## src/hw/rtl/lsid_pkg.sv

```systemverilog
// Shared constants, types and a helper function for the table-seeded divider.
package lsid_pkg;

  localparam int unsigned P_INDEX_BITS = 5;
  localparam int unsigned P_DATA_WIDTH = 64;
  localparam int unsigned P_ENTRY_BITS = 16;

  // residue, estimate and accumulator width, as wide as the widest operand
  localparam int unsigned X_W        = 64;
  localparam int unsigned MUL_W      = 32;
  localparam int unsigned STEP_W     = 7;
  localparam int unsigned STEP_MAX   = 127;
  localparam int unsigned GUARD_W    = 13;
  localparam int unsigned STEP_GUARD = 4096;

  localparam logic STATUS_OK   = 1'b0;
  localparam logic STATUS_DIV0 = 1'b1;

  function automatic int rom_shift(int ib, int eb);
    int s;
    s = eb - 1 - ib;
    return (s < 1) ? 1 : s;
  endfunction

  typedef struct packed {
    logic load;
    logic setup;
    logic zero;
    logic lzx;
    logic shift;
    logic mul_step;
    logic update;
    logic finish;
  } lsid_cmd_t;

  typedef struct packed {
    logic b_zero;
    logic a_zero;
    logic mul_last;
    logic done_loop;
  } lsid_sts_t;

endpackage

```

## src/hw/rtl/lsid_rom_fill.sv

```systemverilog
// Post-reset sweep that computes each estimate with a bit-serial divider and writes the ROM.
module lsid_rom_fill
  import lsid_pkg::*;
#(
  parameter int unsigned INDEX_BITS = P_INDEX_BITS,
  parameter int unsigned ENTRY_BITS = P_ENTRY_BITS
) (
  input  logic                    clk,
  input  logic                    rst_n,
  output logic                    we,
  output logic [2*INDEX_BITS-1:0] waddr,
  output logic [ENTRY_BITS-1:0]   wdata,
  output logic                    done
);

  localparam int unsigned AW    = 2 * INDEX_BITS;
  localparam int unsigned SH    = rom_shift(INDEX_BITS, ENTRY_BITS);
  localparam int unsigned NUM_W = INDEX_BITS + 1 + SH;
  localparam int unsigned DEN_W = INDEX_BITS + 1;
  localparam int unsigned CW    = $clog2(NUM_W + 2);

  logic [AW:0]        idx_r, idx_nxt;
  logic [CW-1:0]      cnt_r, cnt_nxt;
  logic               done_r, done_nxt;
  logic [NUM_W-1:0]   num_r, num_nxt;
  logic [NUM_W-1:0]   quo_r, quo_nxt;
  logic [DEN_W-1:0]   rem_r, rem_nxt;
  logic [DEN_W-1:0]   den;
  logic [DEN_W:0]     trial;
  logic               fits;

  assign den   = {1'b1, idx_r[INDEX_BITS-1:0]};
  assign trial = {rem_r, num_r[NUM_W-1]};
  assign fits  = (trial >= {1'b0, den});

  always_comb begin
    idx_nxt  = idx_r;
    cnt_nxt  = cnt_r;
    done_nxt = done_r;
    num_nxt  = num_r;
    quo_nxt  = quo_r;
    rem_nxt  = rem_r;
    if (!done_r) begin
      if (cnt_r == '0) begin
        num_nxt = NUM_W'({1'b1, idx_r[AW-1:INDEX_BITS]}) << SH;
        quo_nxt = '0;
        rem_nxt = '0;
        cnt_nxt = cnt_r + 1'b1;
      end else if (cnt_r == CW'(NUM_W + 1)) begin
        // entry written this cycle; advance to the next one
        cnt_nxt = '0;
        idx_nxt = idx_r + 1'b1;
        if (idx_r[AW-1:0] == {AW{1'b1}}) begin
          done_nxt = 1'b1;
        end
      end else begin
        rem_nxt = fits ? DEN_W'(trial - {1'b0, den}) : trial[DEN_W-1:0];
        num_nxt = {num_r[NUM_W-2:0], 1'b0};
        quo_nxt = {quo_r[NUM_W-2:0], fits};
        cnt_nxt = cnt_r + 1'b1;
      end
    end
  end

  always_ff @(posedge clk) begin
    if (!rst_n) begin
      idx_r  <= '0;
      cnt_r  <= '0;
      done_r <= 1'b0;
    end else begin
      idx_r  <= idx_nxt;
      cnt_r  <= cnt_nxt;
      done_r <= done_nxt;
    end
    num_r <= num_nxt;
    quo_r <= quo_nxt;
    rem_r <= rem_nxt;
  end

  assign we    = !done_r && (cnt_r == CW'(NUM_W + 1));
  assign waddr = idx_r[AW-1:0];
  assign wdata = ENTRY_BITS'(quo_r);
  assign done  = done_r;

endmodule

```

## config.mk

```make
export PLATFORM = sky130hd
export DESIGN_NAME = lsid_rom_fill
export DESIGN_NICKNAME = d
export VERILOG_FILES = /design/src/hw/rtl/lsid_pkg.sv /design/src/hw/rtl/lsid_rom_fill.sv
export SDC_FILE = /design/constraint.sdc
export NUM_CORES = 1
export LEC_CHECK = 0
export ABC_AREA = 1
export BUFFER_PORTS_ARGS = -buffer_cell sky130_fd_sc_hd__buf_2
export CAP_MARGIN = 20
export CORE_AREA = 4 4 76 57
export DETAILED_ROUTE_END_ITERATION = 6
export DIE_AREA = 0 0 80 61
export GPL_ROUTABILITY_DRIVEN = 0
export GPL_TIMING_DRIVEN = 0
export PLACE_DENSITY_LB_ADDON = 0.05
export SYNTH_ARGS = -nofsm -noshare
export SYNTH_HDL_FRONTEND = slang
export SYNTH_SLANG_ARGS = --single-unit
```

## constraint.sdc

```tcl
create_clock -name clk -period 3.05 [get_ports clk]
set_input_delay 0.1525 -clock clk [delete_from_list [all_inputs] [get_ports clk]]
set_output_delay 0.1525 -clock clk [all_outputs]
set_load 0.05 [all_outputs]
```

==> run_results.csv <==
group,metric,value,unit
power_and_ir_drop,leakage,0.00113,uW
setup_path,crit_fanout,9,
route,drt_iter0_drc,91,
route,drt_first_pass_iters,4,
finish,fillCellCount,292,
global_routing,overflow,0,
finish,drive_above_1_share,17.3,%
setup_path,critPathKind,"reg2reg",
floorplanning,core-area,3510,sq um
finish,layout_common_cells,"nor2_1, inv_1, nand2_1",
sta,timing_hold_violations_final,0,
global_routing,grt_pass1_vias,1436,
sta,max-slew-margin-rel,75.5,%
global_routing,grt_usage,18.9,%
setup_path,arrival,2.06,ns
sta,worst_pin_slew,0.366,ns
setup_path,slowest_delay,0.43,ns
clock_tree,cts_resized,0,
finish,nNetsFinal,290,
synth,yosysWarningCount,0,
finish,n_antenna_cell,0,
route,vias,1632,
sta,finalCritPeriodShare,62.6,%
setup_path,critical_path.top_delay_family,"simple AND/OR/NAND/NOR gates",
setup_path,end_kind,"register",
setup_path,startpoint_type,"register",
synth,synth_nets,253,
setup_path,path_cells,"inv_1 > ha_1 > a21oi_1 > nand2_1 > nand2_1 > nand3_2 > inv_1 > nor2_1 > nor2_1",
clock_tree,clockBufferDepth,2,
clock_tree,cts_max_level,2,
setup_path,slowest_stage,"dfxtp_1",
synth,async_flop_share,0,%
synth,syn-cell-area,2150,sq um
clock_tree,cts_buffers,5,
clock_tree,post_cts_buffers,0,
status,status,"completed",
clock_tree,cts_tree,"done",
synth,synth_cell_types,28,
power_and_ir_drop,ir_drop,0.000452,V
synth,yosysSeqAreaShare,54.0,%
placed_design,io_buffers,29,
floorplanning,ios,30,
min_path,hold_class,"in2reg",
synth,syn_area_per_cell,8.96,sq um
finish,final_common_cell,"nor2_1",
synth,synth_edf_count,28,
sta,report.final.slew_viol_count,0,
clock_tree,cts-root-buf,"clkbuf_8",
route,drc,0,
sta,setup_viol_count_final,0,
floorplanning,die_h,61,microns
global_routing,grt_max_degree,30,
setup_path,crit_required,3.20,ns
global_routing,antenna_found_initial,0,
sta,tns,0,ns
sta,holdWs,0.164,ns
synth,netlist_instances,240,
floorplanning,die_width,80,microns
route,antenna_left,0,
floorplanning,die_area,4880,sq um
synth,ys.flop_type,"edfxtp_1",
synth,ys_ff_latch,44,
clock_tree,clkLatencyLatePin,0.29,ns
power_and_ir_drop,power_density,683,nW/um^2
sta,period_needed,1.91,ns
clock_tree,numClockSinks,44,
clock_tree,cts.clk_slew.worst_paths,0.08,ns
route,wl_per_cell,12.5,microns
route,viasPerCell,4.98,
floorplanning,placementRows,18,
global_routing,grt_pass1_wl,6.97,mm
floorplanning,start_util,61.2,%
route,drt-total-wl,4.11,mm
finish,area_growth,17.1,%
clock_tree,cts_hold_buf,0,
job,drv_cap,0,
sta,rsz0062_at_grt,"no",
setup_path,worst-path-buf-inv,2,
sta,fin_skew,0.00658,ns
sta,fmax,524,MHz
placed_design,hpwlAfterDp,2.92,mm
[cells by family after synthesis]
group | synth area share [%]
adders and majority gates | 6.75
AOI/OAI and AO/OA | 7.45
DFF | 54.0
xor gates and xnor gates | 2.04
buffers and inverters | 7.97
and+or+nand+nor | 21.8
[power breakdown]
group / switching [uW] / internal (uW) / total, uW
Clock: 193 / 327 / 520
Combinational: 307 / 155 / 462
Sequential: 34.5 / 703 / 737
Total: 535 / 1180 / 1720
[worst register-to-register path: cells and delay by family, from the launching register on]
| family | cells | cell delay, ns |
|---|---|---|
| compound gates | 1 | 0.15 |
| fa+ha+maj | 1 | 0.36 |
| buf+inv | 2 | 0.28 |
| simple gates | 5 | 0.55 |
| flops | 1 | 0.43 |
[synthesized netlist by cell type (3+ instances only)]
| cell type | n | area, sq um |
|---|---|---|
| nor2_1 | 44 | 165 |
| inv_1 | 40 | 150 |
| nand2_1 | 34 | 128 |
| edfxtp_1 | 28 | 841 |
| dfxtp_1 | 16 | 320 |
| a21oi_1 | 13 | 65.1 |
| o21ai_0 | 13 | 65.1 |
| ha_1 | 10 | 125 |
| nor3_1 | 8 | 40.0 |
| nand3_1 | 7 | 35.0 |
| xor2_1 | 4 | 35.0 |
| nand3_2 | 3 | 30.0 |
| nand4_1 | 3 | 18.8 |
[state kept, by name, indices dropped and copies added (netlist names)]
signal / cells
wdata: 16
done: 1
idx_r: 10
rem_r: 6
cnt_r: 5
num_r: 6
[metrics by stage]
stage | util (%) | cell area (sq um) | power (uW) | cells | setup slack, ns
after floorplan | - | 2150 | 1110 | 240 | 1.05
after global placement | 67.1 | 2360 | 1200 | 319 | 0.946
after detailed placement | 67.1 | 2360 | 1210 | 319 | 0.924
after CTS | 70.9 | 2490 | 1730 | 327 | 0.904
after global routing | 71.7 | 2520 | 1830 | 328 | 0.952
final | 71.7 | 2520 | 1720 | 328 | 1.14
[per-layer routing]
metal | GRT usage (%) | up-vias | routed length (microns)
li1 | - | 855 | -
met1 | 28.3 | 733 | 2080
met2 | 27.5 | 42 | 1820
met3 | 4.45 | 2 | 195
met4 | 5.06 | 0 | 10
met5 | 0 | - | 0
[final timing paths]
kind	from	end	slack, ns	cells after the start
hold reg to reg	num_r[14]	num_r[15]	0.50	1
setup reg to reg	idx_r[2]	rem_r[2]	1.14	9
setup / recovery	idx_r[2]	rem_r[2]	1.14	9
hold / removal	rst_n	idx_r[0]	0.16	3
[final cells by class]
type / count / area (sq um) / share of cell area, %
multi-input cells: 151 / 818 / 32.5
clock inverters: 2 / 60.1 / 2.38
plain buffers: 2 / 10.0 / 0.397
clock buffers: 6 / 72.6 / 2.88
flip-flops and latches: 44 / 1160 / 46.1
inverters: 43 / 161 / 6.41
well taps: 50 / 62.6 / 2.48
repair buffers: 30 / 173 / 6.86
No activity file was read; power rests on OpenSTA's default activity.
