`config.mk`:
```
export PLATFORM = sky130hd
export DESIGN_NAME = lsid_ctrl
export DESIGN_NICKNAME = d
export VERILOG_FILES = /design/src/hw/rtl/lsid_pkg.sv /design/src/hw/rtl/lsid_ctrl.sv
export SDC_FILE = /design/constraint.sdc
export NUM_CORES = 1
export LEC_CHECK = 0
export BUFFER_PORTS_ARGS = -buffer_cell sky130_fd_sc_hd__buf_2
export CORE_AREA = 2 2 39 41
export CTS_CLUSTER_DIAMETER = 120
export CTS_CLUSTER_SIZE = 25
export DETAILED_ROUTE_END_ITERATION = 16
export DIE_AREA = 0 0 41 43
export MAX_ROUTING_LAYER = met4
export PLACE_DENSITY_LB_ADDON = 0.15
export SLEW_MARGIN = 20
export SYNTH_ARGS = -nofsm -noshare
export SYNTH_HDL_FRONTEND = slang
export SYNTH_SLANG_ARGS = --single-unit
```
`constraint.sdc`:
```
create_clock -name clk -period 1.9 [get_ports clk]
set_input_delay 0.19 -clock clk [delete_from_list [all_inputs] [get_ports clk]]
set_output_delay 0.19 -clock clk [all_outputs]
set_load 0.01 [all_outputs]
```
`src/hw/rtl/lsid_pkg.sv`:
```
// Shared constants, types and a helper function for the table-seeded divider.
package lsid_pkg;

  localparam int unsigned P_INDEX_BITS = 5;
  localparam int unsigned P_DATA_WIDTH = 64;
  localparam int unsigned P_ENTRY_BITS = 16;

  // residue, estimate and accumulator width, as wide as the widest operand
  localparam int unsigned X_W        = 64;
  localparam int unsigned MUL_W      = 32;
  localparam int unsigned STEP_W     = 7;
  localparam int unsigned STEP_MAX   = 127;
  localparam int unsigned GUARD_W    = 13;
  localparam int unsigned STEP_GUARD = 4096;

  localparam logic STATUS_OK   = 1'b0;
  localparam logic STATUS_DIV0 = 1'b1;

  function automatic int rom_shift(int ib, int eb);
    int s;
    s = eb - 1 - ib;
    return (s < 1) ? 1 : s;
  endfunction

  typedef struct packed {
    logic load;
    logic setup;
    logic zero;
    logic lzx;
    logic shift;
    logic mul_step;
    logic update;
    logic finish;
  } lsid_cmd_t;

  typedef struct packed {
    logic b_zero;
    logic a_zero;
    logic mul_last;
    logic done_loop;
  } lsid_sts_t;

endpackage

```
`src/hw/rtl/lsid_ctrl.sv`:
```
// Divider controller: sequences table fill, setup, refinement steps and result strobe.
module lsid_ctrl
  import lsid_pkg::*;
(
  input  logic      clk,
  input  logic      rst_n,
  input  logic      start,
  input  logic      fill_done,
  input  lsid_sts_t sts,
  output lsid_cmd_t cmd,
  output logic      busy,
  output logic      out_valid
);

  typedef enum logic [3:0] {
    S_FILL, S_IDLE, S_SETUP, S_LZX, S_ADDR, S_SHIFT,
    S_MUL, S_UPD, S_TEST, S_FIN, S_OUT
  } state_t;

  state_t state_r, state_nxt;
  logic   busy_r, valid_r;

  always_comb begin
    state_nxt = state_r;
    cmd       = '0;
    case (state_r)
      S_FILL: begin
        if (fill_done) state_nxt = S_IDLE;
      end
      S_IDLE: begin
        if (start) begin
          cmd.load  = 1'b1;
          state_nxt = S_SETUP;
        end
      end
      S_SETUP: begin
        cmd.setup = 1'b1;
        if (sts.b_zero || sts.a_zero) begin
          cmd.zero  = 1'b1;
          state_nxt = S_OUT;
        end else begin
          state_nxt = S_LZX;
        end
      end
      S_LZX: begin
        cmd.lzx   = 1'b1;
        state_nxt = S_ADDR;
      end
      S_ADDR: begin
        state_nxt = S_SHIFT;
      end
      S_SHIFT: begin
        cmd.shift = 1'b1;
        state_nxt = S_MUL;
      end
      S_MUL: begin
        cmd.mul_step = 1'b1;
        if (sts.mul_last) state_nxt = S_UPD;
      end
      S_UPD: begin
        cmd.update = 1'b1;
        state_nxt  = S_TEST;
      end
      S_TEST: begin
        state_nxt = sts.done_loop ? S_FIN : S_LZX;
      end
      S_FIN: begin
        cmd.finish = 1'b1;
        state_nxt  = S_OUT;
      end
      S_OUT: begin
        state_nxt = S_IDLE;
      end
      default: begin
        state_nxt = S_IDLE;
      end
    endcase
  end

  always_ff @(posedge clk) begin
    if (!rst_n) begin
      state_r <= S_FILL;
      busy_r  <= 1'b1;
      valid_r <= 1'b0;
    end else begin
      state_r <= state_nxt;
      busy_r  <= (state_nxt != S_IDLE);
      valid_r <= (state_nxt == S_OUT);
    end
  end

  assign busy      = busy_r;
  assign out_valid = valid_r;

endmodule

```
==> results.ini, run 1 <==
[setup_path]
reg2reg_from=state_r[3]
critPathLaunch=state_r[2]
rr_worst_depth=4
reg2reg_slack_ps=370
endpoint_kind=output port
crit_type=flip-flop to output port
worst-endpoint-arrival_ps=1540
rr_endpoint=busy
critPathCapture=cmd[5]
start_kind=flip-flop
crit_path_max_fanout=11
critPathRequiredTime_ps=1710

[clock_network]
cts_tree=yes
cts.path.max_buffers=2
clk_latency_ps=230
hold_buffers=0
ctsRootBufferMaster=clkbuf_4
clock-sinks=6
numCtsBuffers=3
postCtsSetupRepairBufs=0
htreeDepth=1
ctsResizeCount=0
clk_pin_slew_ps=40

[cells_and_area]
nets=72
regArea_um2=120
area_growth_pct=31.1
n_antenna_cell=0
fin_area_um2=485
fillers=165
drive_gt1_share_pct=41.9
multi_input_area_um2=230

[power]
fin_total_pwr_mw=0.370
power_density_nw_per_um2=762
p_leak_nw=0.206
vdd_drop_max_v=0.000391

[place]
portBuffers=17
dpl_cell_area_um2=463
dp_hpwl_um=724
gp_congestion=0.687

[detailed_routing]
dr_total_vias=388
viasPerCell=4.97
dr.pass1.iters=2
drtIter0Drc=2
wire_per_inst_um=11.4
ant_nets=0
drc=0
wirelength_um=888

[logic_synthesis]
syn_nets=52
syn-instance-count=44
ys_seq_area_share_pct=32.4
ys_ff_latch=6
synth_warnings=0
syn_area_per_cell_um2=8.42
ys_types=26
synth_area_um2=370

[sta]
fin_worst_skew_ps=2.88
finalSetupViolations=0
max_slew_margin_pct=70.0
slew_viol_final=0
hold_viol=0
timing.final.crit_share_pct=90.9
worstMarginPinSlew_ps=448
fin_tns_setup_ps=0
fmax_mhz=579
rsz0062_at_grt=false
fin_crit_ps=1730
hold-worst-slack_ps=207

[die]
rows=14
pin_count=18
start_util_pct=26.8
die-area_um2=1760
die_w_um=41
core_um2=1380
die_y_um=43

[worst_hold_path]
hold_path_class=input pin to flip-flop

[global_route]
grtUsageTotal_pct=12.9
grt_max_degree=12
grt_pass1_wl_um=1400
grt_overflow_total=0
grt_pass1_vias=376
antenna_found_initial=0

[job]
cap_violations=0

[status]
status=completed

==> metrics by stage <==
| step | util, % | setup slack (ps) | std cells |
|---|---|---|---|
| 2_1_floorplan | - | 538 | 44 |
| 3_3_place_gp | 33.5 | 269 | 75 |
| 3_5_place_dp | 33.5 | 351 | 75 |
| 4_1_cts | 35.1 | 153 | 78 |
| 5_1_grt | 35.1 | 98.3 | 78 |
| 6_report | 35.1 | 174 | 78 |
==> cells by family after synthesis <==
kind of cell           count (synthesis)  synth area share [%]
AND/OR/NAND/NOR                       24                  44.6
AO/OA/AOI/OAI                          9                  15.2
flip-flops                             6                  32.4
buffers and inverters                  4                  5.41
XOR/XNOR                               1                  2.37
==> cell usage in the layout (no fill, tap or decap), types with 2 or more instances in the layout <==
cell and instances:
buf_2 17, clkbuf_4 3, dfxtp_1 6, inv_1 2, nand2b_1 2, nor2_1 6
nor2b_1 2, nor3_1 2, nor3_2 2, nor4b_1 2, o21ai_0 3
==> power breakdown <==
group | switching, mW | internal (mW)
sequential | 0.0190 | 0.140
clock | 0.0389 | 0.0710
combinational | 0.0524 | 0.0482
==> registers in the layout, indices dropped and copies added, names as in the netlist <==
register	cells
busy	1
out_valid	1
state_r	4
==> cell usage after synthesis <==
cell type / n / share of area, %
nand4bb_1: 1 / 3.0
nor2b_1: 2 / 3.4
xor2_1: 1 / 2.4
inv_1: 2 / 2.0
o21ai_0: 3 / 4.1
nor2_1: 6 / 6.1
o22ai_1: 1 / 1.7
nand2_1: 1 / 1.0
nor4_2: 1 / 3.4
buf_2: 1 / 1.4
nor3_1: 2 / 2.7
o21ai_1: 1 / 1.4
dfxtp_1: 6 / 32
nor4_1: 1 / 1.7
buf_4: 1 / 2.0
a21oi_1: 1 / 1.4
nor4b_1: 2 / 4.7
nand2b_2: 1 / 2.4
nor3b_1: 1 / 2.0
a22oi_1: 1 / 2.0
nor3_2: 2 / 5.4
nand2b_1: 2 / 3.4
nor2_2: 1 / 1.7
o21bai_1: 1 / 2.0
or4b_4: 1 / 3.7
a2111oi_1: 1 / 2.7
==> layer usage <==
| layer | part of all wire [%] | GRT usage, % | vias to the layer above |
|---|---|---|---|
| li1 | - | - | 196 |
| met1 | 44 | 12.3 | 179 |
| met2 | 47 | 19.7 | 11 |
| met3 | 6.9 | 4.71 | 2 |
| met4 | 1.8 | 10.0 | 0 |
| met5 | 0 | - | - |
==> cell type report <==
type,instances,area share (%)
Multi-Input combinational cell,34,47.4
Timing Repair Buffer,17,17.5
Clock buffer,3,4.64
Inverter,2,1.55
Sequential cell,6,24.7
Tap cell,16,4.12
==> worst max-delay path, stage by stage, from the launching register on <==
cell and delay (ps):
dfxtp_1 420, or4b_4 580, nor2_2 160, buf_2 150
==> how the worst min path moves through the flow <==
| stage | startpoint | endpoint | slack [ps] | cells past startpoint |
|---|---|---|---|---|
| final | rst_n | state_r[1] | 210 | 2 |
| after global routing | rst_n | state_r[1] | 220 | 2 |
| after CTS | rst_n | state_r[1] | 210 | 2 |
| after detailed placement | rst_n | state_r[1] | 460 | 2 |
| after global placement | rst_n | state_r[1] | 460 | 2 |
| after floorplan | rst_n | state_r[0] | 320 | 1 |
Power figures use the tool's default switching activity.
==> run 2, diff against run 1 <==
==> constraint.sdc (replaced) <==
create_clock -name clk -period 1.9 [get_ports clk]
set_input_delay 0.095 -clock clk [delete_from_list [all_inputs] [get_ports clk]]
set_output_delay 0.095 -clock clk [all_outputs]
set_load 0.01 [all_outputs]
==> run 2 against run 1 <==
Net effect: global-route usage is 1.6 points lower; critical path type unchanged; sequential share of layout area stayed put; largest power group unchanged; flip-flop and latch count stayed put; combinational power hardly changed; first-iteration DRC count grew to 3.5 times the previous value.
==> results.ini, run 2 (synthesized netlist as in run 1, its figures left out) <==
[setup_path]
reg2reg_from=state_r[3]  ; unchanged
critPathRequiredTime_ps=1800  ; was 1710 ps
rr_endpoint=busy  ; unchanged
rr_worst_depth=4  ; unchanged
worst-endpoint-arrival_ps=1550  ; was 1540 ps
endpoint_kind=output port  ; unchanged
crit_family=simple AND/OR/NAND/NOR gates  ; unchanged
crit_cells=3  ; unchanged
crit_type=flip-flop to output port  ; unchanged
cp_slowest_stage_delay_ps=580  ; about the same
crit_path_max_fanout=11  ; unchanged
path_buf_inv=1  ; unchanged
start_kind=flip-flop  ; unchanged
crit_chain=or4b_4 -> nor2_2 -> buf_2  ; unchanged
critPathLaunch=state_r[2]  ; unchanged
critPathCapture=cmd[5]  ; unchanged
cpMaxStageDelayCell=or4b_4  ; unchanged
reg2reg_slack_ps=340  ; was 370 ps

[status]
status=completed  ; unchanged

[global_route]
grtUsageTotal_pct=11.2  ; was 12.9%
grt_pass1_wl_um=1280  ; was 1400 um
grt_pass1_vias=358  ; was 376
grt_overflow_total=0  ; unchanged
grt_max_degree=12  ; unchanged
antenna_found_initial=0  ; unchanged

[clock_network]
ctsResizeCount=0  ; unchanged
htreeDepth=1  ; unchanged
cts_tree=yes  ; unchanged
ctsRootBufferMaster=clkbuf_4  ; unchanged
clk_pin_slew_ps=40  ; about the same
postCtsSetupRepairBufs=0  ; unchanged
clock-sinks=6  ; unchanged
clk_latency_ps=240  ; was 230 ps
hold_buffers=0  ; unchanged
cts.path.max_buffers=2  ; unchanged
numCtsBuffers=3  ; unchanged

[place]
gp_congestion=0.677  ; was 0.687
dp_hpwl_um=714  ; was 724 um
portBuffers=17  ; unchanged

[die]
pin_count=18  ; unchanged
die-area_um2=1760  ; unchanged
start_util_pct=26.8  ; unchanged
core_um2=1380  ; unchanged
die_w_um=41  ; unchanged
die_y_um=43  ; unchanged
rows=14  ; unchanged

[cells_and_area]
final_common_cell=buf_2  ; unchanged
final_cell_mix=17 x buf_2, 6 x nor2_1, 6 x dfxtp_1  ; unchanged
fillers=149  ; was 165
area_growth_pct=31.1  ; unchanged
nets=72  ; unchanged
largest_register=state_r  ; unchanged
drive_gt1_share_pct=41.9  ; unchanged
largest_reg_flops=4  ; unchanged
n_antenna_cell=0  ; unchanged

[detailed_routing]
dr_total_vias=384  ; was 388
drc=0  ; unchanged
viasPerCell=4.92  ; was 4.97
ant_nets=0  ; unchanged
dr.pass1.iters=4  ; was 2
drtIter0Drc=7  ; was 2
wirelength_um=875  ; was 888 um
wire_per_inst_um=11.2  ; was 11.4 um

[sta]
fin_crit_ps=1640  ; was 1730 ps
finalSetupViolations=0  ; unchanged
fmax_mhz=609  ; was 579 MHz
hold_viol=0  ; unchanged
rsz0062_at_grt=false  ; unchanged
fin_tns_setup_ps=0  ; unchanged
worstMarginPinSlew_ps=488  ; was 448 ps
max_slew_margin_pct=67.4  ; was 70.0%
slew_viol_final=0  ; unchanged
fin_worst_skew_ps=0.287  ; was 2.88 ps
timing.final.crit_share_pct=86.4  ; was 90.9%

[power]
fin_total_pwr_mw=0.371  ; was 0.370 mW
power_density_nw_per_um2=765  ; was 762 nW/um2
p_leak_nw=0.206  ; unchanged
vdd_drop_max_v=0.000297  ; was 0.000391 V

[job]
cap_violations=0  ; unchanged

[worst_hold_path]
hold_path_class=input pin to flip-flop  ; unchanged

==> run 2: cell counts in the layout (fill, tap and decap cells not counted) <==
No cell type changed its count.
==> run 2: area by class of cell <==
| cell class | instances | area [um2] | area share [%] |
|---|---|---|---|
| multi-input combinational | 34 | 230 | 47.4 |
| tap | 16 | 20.0 | 4.12 |
| clock buffer | 3 | 22.5 | 4.64 |
| timing repair buffer | 17 | 85.1 | 17.5 |
| sequential | 6 | 120 | 24.7 |
| inverter | 2 | 7.51 | 1.55 |
==> run 2: layer usage <==
metal  part of all wire [%]  vias up  global-route usage, %
met3                    8.7        2                   3.66
met1                     44      169                   12.0
met2                     46       15                   16.6
met4                    1.0        0                   8.00
li1                       -      198                      -
met5                      0        -                      -
==> run 2: metrics by stage <==
stage / instances / instance area [um2] / hold WS (ps) / setup WS, ps / util (%)
after floorplan: 44 / 370 / 223 / 538 / -
after global placement: 75 / 463 / 365 / 255 / 33.5
after detailed placement: 75 / 463 / 365 / 299 / 33.5
after CTS: 78 / 485 / 116 / 251 / 35.1
after global routing: 78 / 485 / 138 / 185 / 35.1
final: 78 / 485 / 117 / 259 / 35.1
==> run 2: where the power goes <==
group	switching, mW	internal [mW]	total (mW)
Clock	0.0401	0.0710	0.111
Combinational	0.0526	0.0482	0.101
Sequential	0.0191	0.140	0.160
Total	0.112	0.260	0.371
==> run 2: worst min-delay path by stage <==
| stage | from | endpoint | slack (ps) | depth (start not counted) |
|---|---|---|---|---|
| global route | rst_n | state_r[1] | 140 | 2 |
| CTS | rst_n | state_r[1] | 120 | 2 |
| global placement | rst_n | state_r[1] | 360 | 2 |
| finish | rst_n | state_r[1] | 120 | 2 |
| detailed placement | rst_n | state_r[1] | 370 | 2 |
| floorplan | rst_n | state_r[0] | 220 | 1 |
==> run 3, diff against run 2 <==
ABC_AREA = 1   (was default)
CORE_AREA = default   (was 2 2 39 41)
CORE_UTILIZATION = 30   (was default)
DIE_AREA = default   (was 0 0 41 43)
MAX_ROUTING_LAYER = default   (was met4)
clock period = 1.4 ns   (was 1.9 ns; I/O delays follow)
==> run 3 against run 2 <==
Net effect: routed wire length increased by 0.80%; via count increased by 16%; power increased by 58%; die area decreased by 10%; flip-flop and latch count unchanged; cell count increased by 35%; count of clock-buffer cells in the layout unchanged; core utilization increased by 7.0 points; largest cell class unchanged; largest power group unchanged.
==> results.ini, run 3 <==
[status]
status=completed  ; unchanged

[sta]
slew_viol_final=0  ; unchanged
fin_tns_setup_ps=0  ; unchanged
worstMarginPinSlew_ps=264  ; was 488 ps
finalSetupViolations=0  ; unchanged
hold_viol=0  ; unchanged
max_slew_margin_pct=82.3  ; was 67.4%
timing.final.crit_share_pct=89.3
fmax_mhz=800
rsz0062_at_grt=false  ; unchanged
fin_worst_skew_ps=0.513  ; was 0.287 ps
fin_crit_ps=1250

[cells_and_area]
drive_gt1_share_pct=40.0  ; was 41.9%
n_antenna_cell=0  ; unchanged
largest_reg_flops=4  ; unchanged
nets=100  ; was 72
area_growth_pct=29.5  ; was 31.1%
final_common_cell=buf_2  ; unchanged
final_cell_mix=17 x buf_2, 16 x nand2_1, 13 x inv_1  ; was 17 x buf_2, 6 x nor2_1, 6 x dfxtp_1
largest_register=state_r  ; unchanged
fin_area_um2=554  ; was 485 um2
final_cell_count_no_fill=105  ; was 78
fin_util_pct=42.1  ; was 35.1%

[detailed_routing]
wirelength_um=882  ; was 875 um
viasPerCell=4.26  ; was 4.92
drtIter0Drc=9  ; was 7
dr_total_vias=447  ; was 384
dr.pass1.iters=4  ; unchanged
wire_per_inst_um=8.40  ; was 11.2 um
ant_nets=0  ; unchanged
drc=0  ; unchanged

[logic_synthesis]
syn_nets=78  ; was 52
synth_warnings=0  ; unchanged
yosys-top-cells-count=16 x nand2_1, 13 x inv_1, 9 x nor2_1  ; was 6 x dfxtp_1, 6 x nor2_1, 3 x o21ai_0
synth_area_um2=428  ; was 370 um2
ys_types=11  ; was 26
ys_ff_latch=6  ; unchanged
synthArstFlopShare_pct=0  ; unchanged
yosysMostFrequentCell=nand2_1
syn_area_per_cell_um2=6.11  ; was 8.42 um2
ys_seq_area_share_pct=28.1  ; was 32.4%
synthFlopType=dfxtp_1  ; unchanged
synth_edf_count=0  ; unchanged
synthTopCellsByArea=dfxtp_1 28%, nand2_1 14%, inv_1 11%, nor2_4 11%, nor2_2 8.8%  ; was dfxtp_1 32%, nor2_1 6.1%, nor3_2 5.4%, nor4b_1 4.7%, o21ai_0 4.1%
synth_top_area_share_pct=28.1  ; was 32.4%
yosys.area.top_type=dfxtp_1  ; unchanged
syn-instance-count=70  ; was 44

[clock_network]
cts_tree=yes  ; unchanged
cts.path.max_buffers=2  ; unchanged
clk_pin_slew_ps=40  ; about the same
postCtsSetupRepairBufs=0  ; unchanged
clk_latency_ps=230  ; was 240 ps
clock-sinks=6  ; unchanged
htreeDepth=1  ; unchanged
ctsRootBufferMaster=clkbuf_4  ; unchanged
ctsResizeCount=0  ; unchanged
hold_buffers=0  ; unchanged
numCtsBuffers=3  ; unchanged

[setup_path]
endpoint_kind=output port  ; unchanged
crit_type=flip-flop to output port  ; unchanged
critPathRequiredTime_ps=1330  ; was 1800 ps
crit_chain=inv_2 -> nor2_4 -> nand2_2 -> nor2_4 -> buf_2  ; was or4b_4 -> nor2_2 -> buf_2
start_kind=flip-flop  ; unchanged
path_buf_inv=2  ; was 1
cp_slowest_stage_delay_ps=450  ; was 580 ps
crit_top_cell=nor2_4
worst-endpoint-arrival_ps=1180  ; was 1550 ps
crit_family=flip-flops  ; was simple AND/OR/NAND/NOR gates
cpMaxStageDelayCell=dfxtp_1  ; was or4b_4
crit_path_max_fanout=6  ; was 11

[global_route]
grt_overflow_total=0  ; unchanged
grt_pass1_wl_um=1570  ; was 1280 um
grt_max_degree=7  ; was 12
grt_pass1_vias=384  ; was 358
antenna_found_initial=0  ; unchanged
grtUsageTotal_pct=14.8  ; was 11.2%

[place]
gp_congestion=0.796  ; was 0.677
dp_hpwl_um=772  ; was 714 um
placed_cells=102  ; was 75
dpl_cell_area_um2=532  ; was 463 um2
portBuffers=17  ; unchanged

[worst_hold_path]
hold_path_class=input pin to flip-flop  ; unchanged

[die]
start_util_pct=32.5  ; was 26.8%
die-area_um2=1580  ; was 1760 um2
core_um2=1320  ; was 1380 um2
rows=13  ; was 14
pin_count=18  ; unchanged
die_y_um=39.8  ; was 43 um
die_w_um=39.8  ; was 41 um

[power]
vdd_drop_max_v=0.000481  ; was 0.000297 V
p_switching_mw=0.217  ; was 0.112 mW
internal_power_mw=0.371  ; was 0.260 mW
swShare_pct=36.9  ; was 30.1%
clkPwrFrac_pct=25.5  ; was 29.9%
comb_power_share_pct=37.0  ; was 27.1%
seqPwrFrac_pct=37.6  ; was 43.0%
power_density_nw_per_um2=1060  ; was 765 nW/um2
p_leak_nw=0.343  ; was 0.206 nW

[job]
cap_violations=0  ; unchanged

-- run 3: path summary, 6_finish.rpt --
check | startpoint | end | slack (ps) | cells past startpoint
max | state_r[1] | cmd[5] | 150 | 5
min | rst_n | state_r[3] | 60 | 3
max reg2reg | state_r[1] | busy | 190 | 7
min reg2reg | state_r[2] | state_r[2] | 750 | 4
-- run 3: kinds of logic after synthesis --
kind of cell | Yosys count | share of synthesized area (%)
simple gates | 46 | 55.3
flops | 6 | 28.1
buf+inv | 15 | 13.2
compound gates | 3 | 3.51
-- run 3: cell type report --
type / count / area (um2)
Fill cell: 145 / 763
Multi-Input combinational cell: 49 / 251
Sequential cell: 6 / 120
Timing Repair Buffer: 17 / 85.1
Inverter: 15 / 56.3
Clock buffer: 3 / 22.5
Tap cell: 15 / 18.8
-- run 3: metrics by stage --
step	hold WS, ps	setup slack (ps)	total power [mW]
floorplan	181	302	0.383
global placement	294	195	0.444
detailed placement	299	203	0.442
CTS	49.0	125	0.599
global route	64.5	25.4	0.646
finish	56.6	150	0.588
-- run 3: metal layers --
metal	GRT usage (%)	wire length (um)	vias up
met5	0	0	-
met4	5.17	0	0
met3	3.41	25	0
met2	20.1	413	9
met1	22.0	443	190
li1	-	-	248
-- run 3: tightest hold or removal path: cells and delay by family --
family,cells,cell delay (ps)
AND/OR/NAND/NOR,1,60
buffers and inverters,2,130
-- run 3: power groups by stage --
| stage | sequential [mW] | clock (mW) | combinational [mW] |
|---|---|---|---|
| after floorplan | 0.224 | 0 | 0.159 |
| after global placement | 0.224 | 0 | 0.220 |
| after detailed placement | 0.225 | 0 | 0.217 |
| after CTS | 0.222 | 0.159 | 0.218 |
| after global routing | 0.226 | 0.171 | 0.250 |
| final | 0.221 | 0.150 | 0.217 |
